**src/rtl/core/layer_norm_forward_assert.svh**
```systemverilog
// Assertion macros for the layer normalization block.
// Used by layer_norm_forward.sv; expects clk and arst_n in scope.
`ifndef LAYER_NORM_FORWARD_ASSERT_SVH
`define LAYER_NORM_FORWARD_ASSERT_SVH

// Same-cycle implication, checked out of reset.
`define LNF_ASSERT_NOW(lbl, ante, cons, msg) \
	lbl: assert property (@(posedge clk) disable iff (!arst_n) (ante) |-> (cons)) \
		else $error(msg);

// Next-cycle implication, checked out of reset.
`define LNF_ASSERT_NEXT(lbl, ante, cons, msg) \
	lbl: assert property (@(posedge clk) disable iff (!arst_n) (ante) |=> (cons)) \
		else $error(msg);

`endif

```
**src/rtl/core/lnf_pkg.sv**
```systemverilog
// Shared widths and types for the layer normalization block.
// No dependencies; used by lnf_div.sv and layer_norm_forward.sv.
`default_nettype none

package lnf_pkg;

	localparam int SAMPLE_W = 16;
	localparam int NW       = 7;   // row length, up to 64
	localparam int SUM_W    = 24;
	localparam int D_W      = 24;  // n*x - sum
	localparam int SQ_W     = 48;
	localparam int T_W      = 51;
	localparam int RAD_W    = 64;
	localparam int ROOT_W   = 32;
	localparam int NUM_W    = 48;
	localparam int DIV_W    = 51;
	localparam int Q_W      = 18;  // quotient bits kept before saturation
	localparam int MEM_W    = 3 * SAMPLE_W;

	// Status returned by the divider.
	typedef struct packed {
		logic done;
		logic sat;
		logic zero;
	} lnf_div_stat_t;

endpackage

`default_nettype wire

```
**src/rtl/core/lnf_div.sv**
```systemverilog
// Bit-serial rounded divider: round(mag / root), ties away from zero.
// Depends on lnf_pkg for widths and the status struct.
`default_nettype none

module lnf_div import lnf_pkg::*; (
	input  wire logic              clk,
	input  wire logic              arst_n,
	input  wire logic              start,
	input  wire logic [NUM_W-1:0]  mag,
	input  wire logic [ROOT_W-1:0] root,
	output lnf_div_stat_t          stat,
	output logic [Q_W-1:0]         quot
);

	logic [DIV_W-1:0] dividend;
	logic [DIV_W-1:0] divisor;
	logic [DIV_W-1:0] rem_q;
	logic [DIV_W-1:0] dsh_q;
	logic [Q_W-1:0]   q_q;
	logic [4:0]       step_q;
	logic             busy_q;
	logic             done_q;
	logic             sat_q;
	logic             zero_q;

	// Rounding to nearest: (2*mag + root) / (2*root).
	assign dividend = (DIV_W'(mag) << 1) + DIV_W'(root);
	assign divisor  = DIV_W'(root) << 1;

	// One quotient bit per cycle, most significant first.
	always_ff @(posedge clk or negedge arst_n) begin
		if (!arst_n) begin
			busy_q <= 1'b0;
			done_q <= 1'b0;
			sat_q  <= 1'b0;
			zero_q <= 1'b0;
			step_q <= '0;
			rem_q  <= '0;
			dsh_q  <= '0;
			q_q    <= '0;
		end else begin
			done_q <= 1'b0;
			if (start) begin
				zero_q <= (root == '0);
				sat_q  <= (root != '0) && (dividend >= (divisor << Q_W));
				q_q    <= '0;
				rem_q  <= dividend;
				dsh_q  <= divisor << (Q_W - 1);
				step_q <= '0;
				if ((root == '0) || (dividend >= (divisor << Q_W))) begin
					done_q <= 1'b1;
				end else begin
					busy_q <= 1'b1;
				end
			end else if (busy_q) begin
				if (rem_q >= dsh_q) begin
					rem_q <= rem_q - dsh_q;
					q_q   <= {q_q[Q_W-2:0], 1'b1};
				end else begin
					q_q   <= {q_q[Q_W-2:0], 1'b0};
				end
				dsh_q  <= dsh_q >> 1;
				step_q <= step_q + 5'd1;
				if (step_q == 5'(Q_W - 1)) begin
					busy_q <= 1'b0;
					done_q <= 1'b1;
				end
			end
		end
	end

	assign stat.done = done_q;
	assign stat.sat  = sat_q;
	assign stat.zero = zero_q;
	assign quot      = q_q;

endmodule

`default_nettype wire

```
**config.mk**
```make
export PLATFORM = sky130hd
export DESIGN_NAME = lnf_div
export DESIGN_NICKNAME = d
export VERILOG_FILES = /design/src/rtl/core/layer_norm_forward_assert.svh /design/src/rtl/core/lnf_pkg.sv /design/src/rtl/core/lnf_div.sv
export SDC_FILE = /design/constraint.sdc
export NUM_CORES = 1
export LEC_CHECK = 0
export ABC_CLOCK_PERIOD_IN_PS = 3700
export BUFFER_PORTS_ARGS = -buffer_cell sky130_fd_sc_hd__buf_2
export CAP_MARGIN = 20
export CORE_AREA = 3 3 165 247
export DETAILED_ROUTE_END_ITERATION = 16
export DIE_AREA = 0 0 168 250
export HOLD_SLACK_MARGIN = 0.15
export PLACE_DENSITY_LB_ADDON = 0.2
export SYNTH_ARGS = -nofsm -noshare
export SYNTH_HDL_FRONTEND = slang
export SYNTH_SLANG_ARGS = --single-unit
```
**constraint.sdc**
```tcl
create_clock -name clk -period 3.7 [get_ports clk]
set_clock_uncertainty 0.15 [all_clocks]
set_input_delay 0.74 -clock clk [delete_from_list [all_inputs] [get_ports clk]]
set_output_delay 0.74 -clock clk [all_outputs]
set_load 0.01 [all_outputs]
```
==> flow_summary.json <==
{
  "arrival_ns": 4.96,
  "tightest_slew_ns": 0.912,
  "relSlewSlack_pct": 39.2,
  "cts_buffer_depth": 2,
  "syn_avg_cell_area_um2": 8.42,
  "fin_crit_sh_pct": 128,
  "area_growth_pct": 32.0,
  "drt_iter0_drc": 606,
  "clock-sinks": 128,
  "numCtsBuffers": 17,
  "die_area_mm2": 0.0420,
  "cts_hold_buf": 0,
  "violations": "negative setup slack",
  "finalHoldViolCount": 0,
  "fp.dieH_um": 250,
  "reg2reg_depth": 14,
  "postLayoutCoreUtil_pct": 40.9,
  "p_total_mw": 10.3,
  "fin_crit_ns": 4.74,
  "multiInputGateArea_mm2": 0.00825,
  "synth_async_sr_flop_share_pct": 100,
  "ys_ff_latch": 128,
  "critPathMaxFanout": 3,
  "grt_start_max_net_pins": 80,
  "synthCells": 1422,
  "clock-root-buffer": "clkbuf_16",
  "drc": 0,
  "ys_warn_count": 0,
  "place_area_mm2": 0.0149,
  "layout_commonest_cell": "buf_4",
  "slew_viol_final": 0,
  "n_fill_cell": 3967,
  "overflow": 0,
  "finalNonFillerCells": 2284,
  "drive_above_1_share_pct": 27.8,
  "grt_pass1_vias": 12300,
  "worst_ep_required_time_ns": 3.93,
  "rsz0062_at_grt": "yes",
  "die_w_um": 168,
  "synth_ff_type": "dfrtp_1",
  "antenna_cells": 0,
  "io_pins": 104,
  "drt-total-wl_um": 41700,
  "grt_antenna_before_repair": 0,
  "fin_nets": 1975,
  "viasPerCell": 5.14,
  "timing.fmax_ghz": 0.211,
  "grt_pass1_wl_um": 65800,
  "core_area_mm2": 0.0386,
  "cap_violations": 0,
  "power_leakage_nw": 8.01,
  "fin_setup_tns_ns": -3.05,
  "ctsHtreeMaxLevel": 4,
  "ant_nets": 0,
  "whs_ns": 0.160,
  "io_buffers": 103,
  "ys_seq_area_share_pct": 26.7,
  "placedCellCount": 2233,
  "final_area_mm2": 0.0158,
  "cp-start-kind": "input pin",
  "power_density_mw_per_mm2": 650,
  "register_area_mm2": 0.00321,
  "ys_types": 94,
  "critPathCaptureType": "flop",
  "cts_tree": "built",
  "netlist_area_mm2": 0.0120,
  "worstSetupPathType": "input pin to flop",
  "setup_violations": 3,
  "hold_path.class": "input pin to asynchronous set/reset pin",
  "gp_congestion": 0.913,
  "clkTransAtPathRegs_ns": 0.07,
  "grt_usage_pct": 19.8,
  "synth_edf_count": 0,
  "clk_latency_ns": 0.45,
  "layout_common_cells": "buf_4 (286), dfrtp_1 (127), a21oi_1 (122)",
  "setup_slack_ns": -1.04,
  "place_hpwl_um": 34200,
  "avgRoutedWirePerCell_um": 18.3,
  "status": "finished, violations left",
  "synth_nets": 1621,
  "rows": 88,
  "place_ws_ns": -1.82,
  "initial_core_util_pct": 31.0,
  "drt_pass1_iterations": 5,
  "via_count": 11700,
  "ir_drop_mv": 0.364
}
[power breakdown]
| group | switching [mW] | total [mW] | internal, mW |
|---|---|---|---|
| clock | 0.731 | 1.67 | 0.942 |
| sequential | 0.210 | 1.95 | 1.74 |
| combinational | 3.61 | 6.65 | 3.05 |
| total | 4.55 | 10.3 | 5.72 |
[state kept, by name, summed over array words and instances (netlist names)]
register,count
busy_q,1
zero_q,1
sat_q,1
step_q,5
quot,18
done_q,1
dsh_q,50
rem_q,51
[Yosys cell counts, drive strengths merged (7+ instances only)]
master | number | area [um2]
o21a | 21 | 159
o31ai | 9 | 72.6
dfrtp | 128 | 3200
a21oi | 126 | 634
a31oi | 8 | 50.1
xnor2 | 45 | 394
o21ai | 88 | 440
buf | 28 | 164
xor2 | 39 | 342
nand3 | 42 | 210
ha | 114 | 1430
a21o | 37 | 278
mux2i | 106 | 1060
a211o | 7 | 61.3
nand4 | 30 | 188
clkbuf | 28 | 109
nor4 | 17 | 106
mux2 | 22 | 285
a211oi | 8 | 60.1
nor2 | 118 | 445
nand2 | 119 | 454
o21bai | 13 | 97.6
inv | 111 | 417
and2 | 8 | 52.6
o211ai | 10 | 85.1
nor2b | 12 | 75.1
and3 | 11 | 73.8
nor3 | 21 | 121
[critical path, cell delays in order]
cell and delay (ns):
buf_8 0.10, ha_4 0.15, fa_2 0.33, a21o_1 0.20, a22o_1 0.20, o21a_1 0.21, a311o_1 0.34, a41oi_2 0.28
buf_4 0.17, o211ai_1 0.13, nand3_1 0.15, xnor2_2 0.13, ha_1 0.26, nand4_1 0.14, buf_4 0.14, nor3_2 0.03
nor2_1 0.09, o211ai_1 0.14, o31ai_4 0.32, o211ai_1 0.25, a31oi_4 0.28, a22o_1 0.17
[logic make-up (layout without fill, tap and decap cells)]
family / Yosys count / count (layout) / synth area share, %
simple gates: 407 / 407 / 16.3
compound gates: 391 / 391 / 21.5
flops: 128 / 128 / 26.7
buf+inv: 168 / 535 / 5.79
mux: 128 / 128 / 11.2
xor+xnor: 84 / 84 / 6.14
fa+ha+maj: 116 / 116 / 12.2
[cell type report]
cell class / instances / area share [%]
tap: 495 / 3.92
timing repair buffer: 391 / 17.3
sequential: 128 / 20.3
clock buffer: 17 / 2.69
clock inverter: 15 / 0.918
inverter: 112 / 2.66
multi-input combinational: 1126 / 52.2
[repair_timing]
item / CTS / global route
pin swaps: 25 / 17
gates resized for setup: 16 / 16
setup endpoints to repair: 6 / 7
setup buffers: 11 / 10
[routing by layer]
layer  track usage, %  vias up  wire length (um)
li1                 -     5852                 -
met2             36.6      245             21800
met1             22.1     5563             16600
met3             2.39       71              1280
met5                0        -                 0
met4             9.66        0              1940
[path summary, 6_finish.rpt]
kind,from,to,slack [ns]
max,root[1],busy_q$_DFFE_PN0P_,-1.04
min,arst_n,dsh_q[21]$_DFFE_PN0P_,0.16
max reg2reg,dsh_q[0]$_DFFE_PN0P_,rem_q[46]$_DFFE_PN0P_,0.16
min reg2reg,quot[17]$_DFFE_PN0P_,quot[17]$_DFFE_PN0P_,0.37
max in group asynchronous,arst_n,rem_q[41]$_DFFE_PN0P_,2.49
min in group clk,quot[17]$_DFFE_PN0P_,quot[17]$_DFFE_PN0P_,0.37
No activity file was read; power rests on OpenSTA's default activity.
